===== src/hw/rtl/hxd_pkg.sv =====
package hxd_pkg;

  localparam int ADDR_W         = 32;
  localparam int DATA_W         = 8;
  localparam int LINE_LEN       = 16;
  localparam int POS_W          = 4;
  localparam int CNT_W          = 6;
  localparam int ADDRESS_DIGITS = 8;

  localparam logic [DATA_W-1:0] CHAR_SPACE   = 8'h20;
  localparam logic [DATA_W-1:0] CHAR_BAR     = 8'h7c;
  localparam logic [DATA_W-1:0] CHAR_DOT     = 8'h2e;
  localparam logic [DATA_W-1:0] CHAR_NEWLINE = 8'h0a;
  localparam logic [DATA_W-1:0] CHAR_TILDE   = 8'h7e;

  typedef struct packed {
    logic [DATA_W-1:0] data_byte;
    logic              flush;
  } in_item_t;

  typedef struct packed {
    logic [DATA_W-1:0] ascii_char;
    logic              last;
  } out_item_t;

  typedef enum logic [3:0] {
    ST_IDLE,
    ST_ADDR,
    ST_SEP,
    ST_HEX_HI,
    ST_HEX_LO,
    ST_SPACE,
    ST_PAD,
    ST_BAR_OPEN,
    ST_TEXT,
    ST_BAR_CLOSE,
    ST_NEWLINE
  } state_t;

  typedef enum logic [2:0] {
    CH_ADDR,
    CH_SPACE,
    CH_HEX_HI,
    CH_HEX_LO,
    CH_BAR,
    CH_TEXT,
    CH_NEWLINE
  } char_sel_t;

  typedef struct packed {
    logic      load;
    logic      emit;
    char_sel_t sel;
    logic      last;
    logic      cnt_clr;
    logic      cnt_inc;
    logic      pos_inc;
    logic      line_end;
  } cmd_t;

  typedef struct packed {
    logic in_flush;
    logic pos_zero;
    logic pos_mid;
    logic pos_full;
    logic cnt_one;
    logic addr_done;
    logic pad_done;
    logic text_done;
    logic out_free;
  } status_t;

  function automatic logic [DATA_W-1:0] hex_char(input logic [3:0] nib);
    logic [DATA_W-1:0] c;
    if (nib < 4'd10) begin
      c = 8'h30 + {4'd0, nib};
    end else begin
      c = 8'h57 + {4'd0, nib};
    end
    return c;
  endfunction

  function automatic logic [DATA_W-1:0] shown_char(input logic [DATA_W-1:0] b);
    logic [DATA_W-1:0] c;
    if (b >= CHAR_SPACE && b <= CHAR_TILDE) begin
      c = b;
    end else begin
      c = CHAR_DOT;
    end
    return c;
  endfunction

endpackage


===== src/hw/rtl/hxd_ctrl.sv =====
module hxd_ctrl
  import hxd_pkg::*;
(
  input  logic    clk,
  input  logic    rst_n,
  input  logic    in_valid,
  output logic    in_ready,
  input  status_t st,
  output cmd_t    cmd
);

  state_t state_r;
  state_t state_nxt;

  always_ff @(posedge clk) begin
    if (!rst_n) begin
      state_r <= ST_IDLE;
    end else begin
      state_r <= state_nxt;
    end
  end

  always_comb begin
    state_nxt = state_r;
    cmd       = '0;
    cmd.sel   = CH_SPACE;
    in_ready  = 1'b0;
    case (state_r)
      ST_IDLE: begin
        in_ready = 1'b1;
        if (in_valid) begin
          cmd.load    = 1'b1;
          cmd.cnt_clr = 1'b1;
          if (st.in_flush) begin
            state_nxt = st.pos_zero ? ST_IDLE : ST_PAD;
          end else begin
            state_nxt = st.pos_zero ? ST_ADDR : ST_HEX_HI;
          end
        end
      end
      ST_ADDR: begin
        cmd.sel  = CH_ADDR;
        cmd.emit = st.out_free;
        if (st.out_free) begin
          if (st.addr_done) begin
            cmd.cnt_clr = 1'b1;
            state_nxt   = ST_SEP;
          end else begin
            cmd.cnt_inc = 1'b1;
          end
        end
      end
      ST_SEP: begin
        cmd.sel  = CH_SPACE;
        cmd.emit = st.out_free;
        if (st.out_free) begin
          if (st.cnt_one) begin
            cmd.cnt_clr = 1'b1;
            state_nxt   = ST_HEX_HI;
          end else begin
            cmd.cnt_inc = 1'b1;
          end
        end
      end
      ST_HEX_HI: begin
        cmd.sel  = CH_HEX_HI;
        cmd.emit = st.out_free;
        if (st.out_free) begin
          state_nxt = ST_HEX_LO;
        end
      end
      ST_HEX_LO: begin
        cmd.sel  = CH_HEX_LO;
        cmd.emit = st.out_free;
        if (st.out_free) begin
          state_nxt = ST_SPACE;
        end
      end
      ST_SPACE: begin
        cmd.sel  = CH_SPACE;
        cmd.emit = st.out_free;
        if (st.out_free) begin
          if (st.cnt_one || !st.pos_mid) begin
            cmd.cnt_clr = 1'b1;
            if (st.pos_full) begin
              state_nxt = ST_BAR_OPEN;
            end else begin
              cmd.last    = 1'b1;
              cmd.pos_inc = 1'b1;
              state_nxt   = ST_IDLE;
            end
          end else begin
            cmd.cnt_inc = 1'b1;
          end
        end
      end
      ST_PAD: begin
        cmd.sel  = CH_SPACE;
        cmd.emit = st.out_free;
        if (st.out_free) begin
          if (st.pad_done) begin
            cmd.cnt_clr = 1'b1;
            state_nxt   = ST_BAR_OPEN;
          end else begin
            cmd.cnt_inc = 1'b1;
          end
        end
      end
      ST_BAR_OPEN: begin
        cmd.sel  = CH_BAR;
        cmd.emit = st.out_free;
        if (st.out_free) begin
          state_nxt = ST_TEXT;
        end
      end
      ST_TEXT: begin
        cmd.sel  = CH_TEXT;
        cmd.emit = st.out_free;
        if (st.out_free) begin
          if (st.text_done) begin
            cmd.cnt_clr = 1'b1;
            state_nxt   = ST_BAR_CLOSE;
          end else begin
            cmd.cnt_inc = 1'b1;
          end
        end
      end
      ST_BAR_CLOSE: begin
        cmd.sel  = CH_BAR;
        cmd.emit = st.out_free;
        if (st.out_free) begin
          state_nxt = ST_NEWLINE;
        end
      end
      ST_NEWLINE: begin
        cmd.sel  = CH_NEWLINE;
        cmd.emit = st.out_free;
        if (st.out_free) begin
          cmd.last     = 1'b1;
          cmd.line_end = 1'b1;
          state_nxt    = ST_IDLE;
        end
      end
      default: begin
        state_nxt = ST_IDLE;
      end
    endcase
  end

endmodule


===== src/hw/rtl/hxd_datapath.sv =====
module hxd_datapath
  import hxd_pkg::*;
#(
  parameter int ADDRESS_DIGITS = hxd_pkg::ADDRESS_DIGITS
) (
  input  logic              clk,
  input  logic              rst_n,
  input  in_item_t          in_data,
  output logic              out_valid,
  input  logic              out_ready,
  output out_item_t         out_data,
  input  logic              cfg_wr_en,
  input  logic [ADDR_W-1:0] cfg_wr_data,
  input  cmd_t              cmd,
  output status_t           st
);

  logic [ADDR_W-1:0] line_addr_r;
  logic [POS_W-1:0]  pos_r;
  logic [CNT_W-1:0]  cnt_r;
  logic [DATA_W-1:0] data_r;
  logic              flush_r;
  logic [DATA_W-1:0] line_buf_r [LINE_LEN];
  logic              out_valid_r;
  logic [DATA_W-1:0] out_char_r;
  logic              out_last_r;

  logic [CNT_W-1:0]  dig_idx;
  logic [3:0]        addr_nib;
  logic [CNT_W-1:0]  pos_ext;
  logic [CNT_W-1:0]  pad_last;
  logic [POS_W-1:0]  text_last;
  logic [DATA_W-1:0] char_nxt;

  always_comb begin
    dig_idx = CNT_W'(ADDRESS_DIGITS - 1) - cnt_r;
    if (dig_idx < CNT_W'(ADDR_W / 4)) begin
      addr_nib = line_addr_r[{dig_idx[2:0], 2'b00} +: 4];
    end else begin
      addr_nib = 4'd0;
    end
    pos_ext   = {{(CNT_W - POS_W){1'b0}}, pos_r};
    pad_last  = CNT_W'(3 * LINE_LEN) - pos_ext - pos_ext - pos_ext
              + ((pos_r < 4'd8) ? CNT_W'(1) : CNT_W'(0));
    text_last = flush_r ? (pos_r - 4'd1) : pos_r;
  end

  always_comb begin
    st.in_flush  = in_data.flush;
    st.pos_zero  = (pos_r == 4'd0);
    st.pos_mid   = (pos_r == 4'd7) || (pos_r == 4'd15);
    st.pos_full  = (pos_r == 4'd15);
    st.cnt_one   = (cnt_r == CNT_W'(1));
    st.addr_done = (cnt_r == CNT_W'(ADDRESS_DIGITS - 1));
    st.pad_done  = (cnt_r == pad_last);
    st.text_done = (cnt_r[POS_W-1:0] == text_last);
    st.out_free  = !out_valid_r || out_ready;
  end

  always_comb begin
    case (cmd.sel)
      CH_ADDR:    char_nxt = hex_char(addr_nib);
      CH_SPACE:   char_nxt = CHAR_SPACE;
      CH_HEX_HI:  char_nxt = hex_char(data_r[7:4]);
      CH_HEX_LO:  char_nxt = hex_char(data_r[3:0]);
      CH_BAR:     char_nxt = CHAR_BAR;
      CH_TEXT:    char_nxt = shown_char(line_buf_r[cnt_r[POS_W-1:0]]);
      CH_NEWLINE: char_nxt = CHAR_NEWLINE;
      default:    char_nxt = CHAR_SPACE;
    endcase
  end

  always_ff @(posedge clk) begin
    if (!rst_n) begin
      line_addr_r <= '0;
      pos_r       <= '0;
      cnt_r       <= '0;
      out_valid_r <= 1'b0;
    end else begin
      if (cfg_wr_en) begin
        line_addr_r <= cfg_wr_data;
      end else if (cmd.line_end && !flush_r) begin
        line_addr_r <= line_addr_r + ADDR_W'(LINE_LEN);
      end
      if (cmd.line_end) begin
        pos_r <= '0;
      end else if (cmd.pos_inc) begin
        pos_r <= pos_r + 4'd1;
      end
      if (cmd.cnt_clr) begin
        cnt_r <= '0;
      end else if (cmd.cnt_inc) begin
        cnt_r <= cnt_r + CNT_W'(1);
      end
      if (cmd.emit) begin
        out_valid_r <= 1'b1;
      end else if (out_ready) begin
        out_valid_r <= 1'b0;
      end
    end
  end

  always_ff @(posedge clk) begin
    if (cmd.load) begin
      data_r  <= in_data.data_byte;
      flush_r <= in_data.flush;
      if (!in_data.flush) begin
        line_buf_r[pos_r] <= in_data.data_byte;
      end
    end
    if (cmd.emit) begin
      out_char_r <= char_nxt;
      out_last_r <= cmd.last;
    end
  end

  assign out_valid           = out_valid_r;
  assign out_data.ascii_char = out_char_r;
  assign out_data.last       = out_last_r;

endmodule


===== src/hw/rtl/hexdump_line_encoder_unit.sv =====
// Each accepted item is turned fully into characters before in_ready is raised again.
// A data byte gives 3 or 4 characters, ADDRESS_DIGITS + 2 more at line start, 19 more at line end.
// A flush gives up to 51 characters, or none at line start; the first one passes the state register
// into the single output register, which sets the pace at one per cycle while out_ready is high.
// Synchronous active-low reset returns the block to line start with line address zero.
module hexdump_line_encoder_unit
  import hxd_pkg::*;
#(
  parameter int ADDRESS_DIGITS = hxd_pkg::ADDRESS_DIGITS
) (
  input  logic              clk,
  input  logic              rst_n,
  input  logic              in_valid,
  output logic              in_ready,
  input  in_item_t          in_data,
  output logic              out_valid,
  input  logic              out_ready,
  output out_item_t         out_data,
  input  logic              cfg_wr_en,
  input  logic [ADDR_W-1:0] cfg_wr_data
);

  cmd_t    cmd;
  status_t st;

  hxd_ctrl u_ctrl (
    .clk      (clk),
    .rst_n    (rst_n),
    .in_valid (in_valid),
    .in_ready (in_ready),
    .st       (st),
    .cmd      (cmd)
  );

  hxd_datapath #(
    .ADDRESS_DIGITS (ADDRESS_DIGITS)
  ) u_datapath (
    .clk         (clk),
    .rst_n       (rst_n),
    .in_data     (in_data),
    .out_valid   (out_valid),
    .out_ready   (out_ready),
    .out_data    (out_data),
    .cfg_wr_en   (cfg_wr_en),
    .cfg_wr_data (cfg_wr_data),
    .cmd         (cmd),
    .st          (st)
  );

`ifndef NO_ASSERTIONS
  a_data_busy: assert property (@(posedge clk) disable iff (!rst_n)
    (in_valid && in_ready && !in_data.flush) |=> !in_ready)
    else $error("Block ready again right after a data byte transfer.");

  a_char_printable: assert property (@(posedge clk) disable iff (!rst_n)
    out_valid |-> ((out_data.ascii_char >= CHAR_SPACE && out_data.ascii_char <= CHAR_TILDE)
                   || out_data.ascii_char == CHAR_NEWLINE))
    else $error("Output character is neither printable nor a newline.");

  a_last_char: assert property (@(posedge clk) disable iff (!rst_n)
    (out_valid && out_data.last) |->
      (out_data.ascii_char == CHAR_SPACE || out_data.ascii_char == CHAR_NEWLINE))
    else $error("Final character of an item is not a space or a newline.");
`endif

endmodule


===== config.mk =====
export PLATFORM = sky130hd
export DESIGN_NAME = hexdump_line_encoder_unit
export DESIGN_NICKNAME = d
export VERILOG_FILES = /design/src/hw/rtl/hxd_pkg.sv /design/src/hw/rtl/hxd_ctrl.sv /design/src/hw/rtl/hxd_datapath.sv /design/src/hw/rtl/hexdump_line_encoder_unit.sv
export SDC_FILE = /design/constraint.sdc
export NUM_CORES = 1
export LEC_CHECK = 0
export ABC_CLOCK_PERIOD_IN_PS = 5900
export BUFFER_PORTS_ARGS = -buffer_cell sky130_fd_sc_hd__buf_2
export CORE_MARGIN = 2
export CORE_UTILIZATION = 30
export CTS_CLUSTER_DIAMETER = 150
export DETAILED_ROUTE_END_ITERATION = 10
export GPL_TIMING_DRIVEN = 0
export SYNTH_ARGS = -nofsm -noshare
export SYNTH_HDL_FRONTEND = slang
export SYNTH_SLANG_ARGS = --single-unit

===== constraint.sdc =====
create_clock -name clk -period 5.9 [get_ports clk]
set_input_delay 0.295 -clock clk [delete_from_list [all_inputs] [get_ports clk]]
set_output_delay 0.295 -clock clk [all_outputs]
set_load 0.05 [all_outputs]

Word-level counts from Yosys, hierarchy flattened
Memory sizes are Yosys's and may differ from the RTL's. A register that Yosys moved wholly into a read port is not among the register bits.
Index checks and enable logic that the tools add are counted.
{"block": "word_totals", "reg_bits": 65, "ram_bits": 128, "output_inout_bits": 11, "wordCells": 154, "n_memories": 1}
{"memory": "u_datapath.line_buf_r", "words": 16, "width": 8, "read_ports": 1, "rd_ports_with_merged_regs": 1, "write_ports": 1, "line": "hxd_datapath.sv:23", "rtl": "logic [DATA_W-1:0] line_buf_r [LINE_LEN];"}
{"block": "op_classes", "addsub": 15, "order_cmp": 7, "eq_ne": 37, "shift": 1, "n_mux": 65, "bitwise_logic": 1, "n_reduce_logical": 18}
{"cell": "4-bit 2-to-1 mux", "count": 22}
{"cell": "32-bit 2-to-1 mux", "count": 2}
{"cell": "8-bit case mux with 6 select lines", "count": 1}
{"cell": "4-bit case mux with 11 select lines", "count": 1}
{"cell": "32-bit by 5-bit adder with 32-bit output, second input constant", "count": 1}
{"cell": "8-bit 2-to-1 mux", "count": 4}
{"cell": "32-bit by 6-bit variable part select with 4-bit output", "count": 1}
{"cell": "2-bit inequality test, second input constant", "count": 14}
{"cell": "4-bit case mux with 7 select lines", "count": 1}
{"cell": "7-bit by 4-bit adder with 8-bit output, first input constant", "count": 3}
{"cell": "1-bit 2-to-1 mux", "count": 23}
{"cell": "6-bit by 4-bit adder with 7-bit output, first input constant", "count": 3}
{"cell": "4-bit by 3-bit == test with 1-bit output, second input constant", "count": 5}
{"cell": "4-bit == test, second input constant", "count": 4}
{"cell": "4-bit < comparator, second input constant", "count": 4}
{"cell": "16-bit AND reduction", "count": 1}
{"cell": "2-bit 2-to-1 mux", "count": 6}
{"cell": "6-bit by 4-bit subtractor with 6-bit output", "count": 2}
{"cell": "3-bit == test, second input constant", "count": 3}
{"cell": "4-bit by 2-bit == test with 1-bit output, second input constant", "count": 2}
{"cell": "8-bit by 6-bit >= comparator with 1-bit output, second input constant", "count": 1}
{"cell": "8-bit by 7-bit less-or-equal comparator with 1-bit output, second input constant", "count": 1}
{"cell": "4-bit zero test", "count": 2}
{"cell": "6-bit by 1-bit adder with 6-bit output, second input constant", "count": 1}
{"cell": "other kinds (25)", "count": 36}

Logic depth before layout (Yosys ltp)
{"block": "depth", "ltp_word": 10, "depth_mapped": 13, "mapped_depth_nobuf": 12}

Hierarchy
From an unflattened synthesis, not the netlist that was laid out.
{"block": "unflattened", "cells_unflattened": 745, "area_unflattened_um2": 9606.7}
{"mod": "hxd_datapath", "n_inst": 1, "cells_each": 661, "area_per_inst_um2": 9022.4, "seq_area_each_um2": 5325.1}
{"mod": "hxd_ctrl", "n_inst": 1, "cells_each": 84, "area_per_inst_um2": 584.3, "seq_area_each_um2": 80.1}

Least setup slack after synthesis
Ideal clock, no wire load.
{"block": "synth_path", "path_kind": "reg-to-reg", "startpoint": "register u_datapath.pos_r[0]", "endpoint": "register (tool-made name)", "setup_ns": 0.072, "t_arrival_ns": 2.725, "t_required_ns": 5.828, "setup_slack_ns": 3.103, "stages_incl_launch_ff": 13, "synth_period_minus_slack_ns": 2.797, "path_cell_list": "dfxtp_1 > inv_1 > ha_1 > inv_1 > ha_1 > inv_1 > fa_1 > xor2_1 > nand3_1 > nor4_1 > a21o_1 > a21bo_2 > mux2i_1"}
{"element": "start, declared", "line": "hxd_datapath.sv:19", "rtl": "logic [POS_W-1:0] pos_r;"}
{"element": "start signal, assigned", "line": "hxd_datapath.sv:88", "rtl": "pos_r <= pos_r + 4'd1;"}

==> flow_results.xml <==
<?xml version="1.0" encoding="UTF-8"?>
<metrics>
  <group name="setup_path">
    <metric name="critical_path.top_delay_family" unit="">adder cells</metric>
    <metric name="cp_data_required_time" unit="ps">6240</metric>
    <metric name="setup.worst_path.class" unit="">reg2reg</metric>
    <metric name="critical_path.most_common_cell" unit="">sky130_fd_sc_hd__inv_1</metric>
    <metric name="critical_path.max_stage_delay" unit="ps">490</metric>
    <metric name="critical-path-slowest-cell" unit="">sky130_fd_sc_hd__fa_1</metric>
    <metric name="cp_data_arrival_time" unit="ps">3750</metric>
    <metric name="critical_path_peak_fanout" unit="">8</metric>
    <metric name="timing.critical_path.buf_inv" unit="">3</metric>
    <metric name="sort_of_element_at_the_start_of_the_critical_path" unit="">flip-flop</metric>
    <metric name="critical_path.endpoint_type" unit="">flip-flop</metric>
    <metric name="r2r_start" unit="">u_datapath.pos_r[0]$_SDFFE_PP0P_</metric>
    <metric name="crit_chain" unit="">inv_1, ha_1, inv_1, ha_1, inv_1, fa_1, xor2_1, nand3_1, nor4_1, a21o_1, a21bo_2, mux2i_1</metric>
    <metric name="cp-startpoint" unit="">u_datapath.pos_r[0]$_SDFFE_PP0P_</metric>
  </group>
  <group name="sta">
    <metric name="final_hold_violations" unit="">0</metric>
    <metric name="worst-slew-pin-transition" unit="ps">906</metric>
    <metric name="achievable-frequency" unit="MHz">293</metric>
    <metric name="slew_viols_final" unit="">0</metric>
    <metric name="finalWorstPathRequiredPeriod" unit="ps">3410</metric>
    <metric name="timing.final.crit_share" unit="">0.578</metric>
    <metric name="report.final.setup_viol" unit="">0</metric>
    <metric name="unrepaired_setup_endpoints_after_global_routing" unit="">false</metric>
    <metric name="totalNegativeSetupSlack" unit="ps">0</metric>
    <metric name="skew" unit="ps">9.60</metric>
    <metric name="timing.max_slew.rel_slack" unit="">0.393</metric>
  </group>
  <group name="power_and_ir_drop">
    <metric name="powerDensity" unit="nW/µm²">338</metric>
    <metric name="report.power.total" unit="mW">3.70</metric>
    <metric name="vdd_ir_drop_max" unit="V">0.000238</metric>
    <metric name="leakagePower" unit="nW">3.81</metric>
  </group>
  <group name="clock_network">
    <metric name="cts_tree" unit="">built</metric>
    <metric name="cts_max_path_buffers" unit="">2</metric>
    <metric name="ctsRootBufferMaster" unit="">sky130_fd_sc_hd__clkbuf_16</metric>
    <metric name="cts_setup_buffers" unit="">0</metric>
    <metric name="postCtsHoldBufs" unit="">0</metric>
    <metric name="register_clock_pin_slew_on_the_reported_worst_setup_and_hold_paths" unit="ps">70</metric>
    <metric name="cts_h_tree_lvls" unit="">4</metric>
    <metric name="numCtsBuffers" unit="">17</metric>
    <metric name="post_cts_resize_count" unit="">0</metric>
    <metric name="clkLatencyLatePin" unit="ps">440</metric>
    <metric name="clkSinkCount" unit="">197</metric>
  </group>
  <group name="die">
    <metric name="floorplan.initialDensity" unit="">0.305</metric>
    <metric name="die_w" unit="µm">183</metric>
    <metric name="io_pins" unit="">57</metric>
    <metric name="placeableCoreArea" unit="µm²">31500</metric>
    <metric name="rows" unit="">65</metric>
    <metric name="die_boundary_height" unit="µm">183</metric>
    <metric name="die-area" unit="µm²">33400</metric>
  </group>
  <group name="synthesis">
    <metric name="gate_count_after_technology_mapping" unit="">765</metric>
    <metric name="synth-seq-cells" unit="">197</metric>
    <metric name="syn-mean-instance-area" unit="µm²">12.5</metric>
    <metric name="synth_flop_cell" unit="">sky130_fd_sc_hd__edfxtp_1</metric>
    <metric name="yosys_warnings" unit="">0</metric>
    <metric name="synth_edf_count" unit="">146</metric>
    <metric name="register_area_share_after_synthesis" unit="">0.564</metric>
    <metric name="post_synth_design_cell_area" unit="µm²">9580</metric>
    <metric name="postSynth.asyncResetShare" unit="">0</metric>
    <metric name="netlist-cell-type-count" unit="">62</metric>
    <metric name="synth_nets" unit="">835</metric>
  </group>
  <group name="place">
    <metric name="finalWeightedCongestion" unit="">0.862</metric>
    <metric name="place.detailed.instances" unit="">1222</metric>
    <metric name="portBuffers" unit="">55</metric>
    <metric name="detailed_place_hpwl" unit="mm">16.4</metric>
  </group>
  <group name="detailed_routing">
    <metric name="maxUsedRoutingLayer" unit="">met4</metric>
    <metric name="via_count" unit="">6449</metric>
    <metric name="detailroute.wirelength.met3" unit="mm">1.14</metric>
    <metric name="first_iter_violations" unit="">479</metric>
    <metric name="routedLengthMet1" unit="mm">10.5</metric>
    <metric name="met2RoutedLength" unit="mm">10.8</metric>
    <metric name="drc" unit="">0</metric>
    <metric name="antenna_violating_nets_post_route" unit="">0</metric>
    <metric name="detail_route.wirelength" unit="mm">22.8</metric>
    <metric name="route.detailed.wl_per_inst" unit="µm">18.1</metric>
    <metric name="detail_route.vias_per_cell" unit="">5.13</metric>
    <metric name="detailedRoute.firstPassIterationCount" unit="">5</metric>
  </group>
  <group name="layout">
    <metric name="area_growth" unit="%">14.2</metric>
    <metric name="total_area_of_multi_input_combinational_cells" unit="µm²">3920</metric>
    <metric name="final_layout_size_suffix_gt1_frac" unit="">0.174</metric>
    <metric name="final-instance-count-excl-fill" unit="">1256</metric>
    <metric name="final_net_count" unit="">909</metric>
    <metric name="n_fill_cell" unit="">3055</metric>
    <metric name="layout.area.seq" unit="µm²">5410</metric>
  </group>
  <group name="global_route">
    <metric name="grt.overflow.total" unit="">0</metric>
    <metric name="grt_pass1_vias" unit="">6371</metric>
    <metric name="total_grt_usage" unit="">0.139</metric>
    <metric name="first_pass_grt_wire_length" unit="mm">35.3</metric>
    <metric name="number_of_antenna_violations_at_the_first_check_in_global_routing" unit="">2</metric>
    <metric name="grt_start_max_net_pins" unit="">20</metric>
  </group>
  <group name="flow_run">
    <metric name="maxCapViolations" unit="">0</metric>
  </group>
  <group name="run_status">
    <metric name="result_of_the_run" unit="">complete, no violations</metric>
  </group>
  <group name="hold_path">
    <metric name="hold_path_class" unit="">in2reg</metric>
    <metric name="hold_path.startpoint" unit="">cfg_wr_data[3]</metric>
  </group>
</metrics>
## through the flow
step / util / hold WS (ps) / setup WS (ps) / instance area [µm²]
finish: 0.348 / 91.6 / 2490 / 10900
global route: 0.348 / 114 / 2230 / 10900
global placement: 0.329 / 493 / 2510 / 10400
floorplan: - / 394 / 3100 / 9580
CTS: 0.348 / 78.0 / 2480 / 10900
detailed placement: 0.329 / 497 / 2510 / 10400
## tightest hold or removal path: stages
cell	delay, ps
sky130_fd_sc_hd__buf_2	70
sky130_fd_sc_hd__mux2i_1	50
sky130_fd_sc_hd__nor2_1	70
## state kept, by name (all words and copies together), names as in the netlist, named ones only
register,count
u_ctrl.state_r,4
u_datapath.cnt_r,6
u_datapath.data_r,8
u_datapath.flush_r,1
u_datapath.line_addr_r,32
u_datapath.line_buf_r,128
u_datapath.out_char_r,8
u_datapath.out_last_r,1
u_datapath.out_valid,1
u_datapath.pos_r,4
## logic make-up after synthesis
| logic type | synth area share |
|---|---|
| xor+xnor | 0.0407 |
| buf+inv | 0.0281 |
| fa+ha+maj | 0.0321 |
| flops | 0.564 |
| simple gates | 0.127 |
| compound gates | 0.0902 |
| mux | 0.117 |
| other cells | 0.000391 |
## cells in the mapped netlist, drive strengths merged, types with 6 or more instances
cell type,n,area share
mux2i,21,0.022
a211oi,8,0.0068
and2,6,0.0039
inv,30,0.012
nand3,30,0.016
nand2b,9,0.0059
ha,23,0.030
nor2b,12,0.0078
clkbuf,25,0.0099
xor2,15,0.014
o21ai,37,0.019
and3,23,0.015
nand4,22,0.014
xnor2,27,0.025
a21oi,46,0.024
a22oi,9,0.0070
buf,10,0.0056
nand2,49,0.019
nor3,10,0.0052
edfxtp,146,0.46
nor2,46,0.018
dfxtp,51,0.11
mux4,40,0.094
## report_power, final
part / total (mW) / internal (mW) / leakage, nW / switching [mW]
combinational: 0.912 / 0.325 / 1.79 / 0.586
clock: 1.13 / 0.569 / 0.273 / 0.560
sequential: 1.66 / 1.59 / 1.74 / 0.0674
total: 3.70 / 2.49 / 3.81 / 1.21
## cell usage in the layout (no fill, tap or decap), types with 4 or more instances in the layout
| cell type | netlist | routed |
|---|---|---|
| sky130_fd_sc_hd__a211oi_1 | 7 | 7 |
| sky130_fd_sc_hd__a21o_1 | 4 | 4 |
| sky130_fd_sc_hd__a21oi_1 | 46 | 46 |
| sky130_fd_sc_hd__a22oi_1 | 9 | 9 |
| sky130_fd_sc_hd__a311oi_1 | 4 | 4 |
| sky130_fd_sc_hd__a31oi_1 | 5 | 5 |
| sky130_fd_sc_hd__and2_1 | 6 | 6 |
| sky130_fd_sc_hd__and3_1 | 23 | 23 |
| sky130_fd_sc_hd__and4_1 | 4 | 4 |
| sky130_fd_sc_hd__buf_2 | 7 | 62 |
| sky130_fd_sc_hd__clkbuf_1 | 24 | 24 |
| sky130_fd_sc_hd__clkbuf_16 | 0 | 17 |
| sky130_fd_sc_hd__dfxtp_1 | 51 | 51 |
| sky130_fd_sc_hd__edfxtp_1 | 146 | 146 |
| sky130_fd_sc_hd__ha_1 | 23 | 23 |
| sky130_fd_sc_hd__inv_1 | 29 | 29 |
| sky130_fd_sc_hd__inv_6 | 0 | 4 |
| sky130_fd_sc_hd__mux2i_1 | 21 | 21 |
| sky130_fd_sc_hd__mux4_2 | 40 | 40 |
| sky130_fd_sc_hd__nand2_1 | 49 | 49 |
| sky130_fd_sc_hd__nand2b_1 | 9 | 9 |
| sky130_fd_sc_hd__nand3_1 | 30 | 30 |
| sky130_fd_sc_hd__nand4_1 | 22 | 22 |
| sky130_fd_sc_hd__nor2_1 | 46 | 46 |
| sky130_fd_sc_hd__nor2b_1 | 12 | 12 |
| sky130_fd_sc_hd__nor3_1 | 10 | 9 |
| sky130_fd_sc_hd__o211ai_1 | 5 | 5 |
| sky130_fd_sc_hd__o21ai_0 | 37 | 37 |
| sky130_fd_sc_hd__or3_1 | 4 | 4 |
| sky130_fd_sc_hd__xnor2_1 | 27 | 27 |
| sky130_fd_sc_hd__xor2_1 | 15 | 15 |
## cell type report
class,instances,area share
Antenna cell,2,0.000457
Buffer,35,0.0136
Clock buffer,18,0.0401
Clock inverter,14,0.0123
Inverter,32,0.0110
Multi-Input combinational cell,501,0.358
Sequential cell,197,0.494
Tap cell,402,0.0459
Timing Repair Buffer,55,0.0251
## worst paths after layout
| check | to | depth (start not counted) | slack (ps) |
|---|---|---|---|
| worst max register to register | flip-flop | 12 | 2490 |
| worst max-delay path | flip-flop | 12 | 2490 |
| worst min-delay path | u_datapath.line_addr_r[3]$_SDFFE_PN0P_ | 3 | 90 |
| worst min register to register | u_datapath.line_addr_r[2]$_SDFFE_PN0P_ | 2 | 520 |
## metal layers
metal | vias up | track usage
met4 | 0 | 0.0448
li1 | 3072 | -
met3 | 19 | 0.0268
met2 | 166 | 0.224
met1 | 3192 | 0.191
met5 | - | 0
Power figures use the tool's default switching activity.
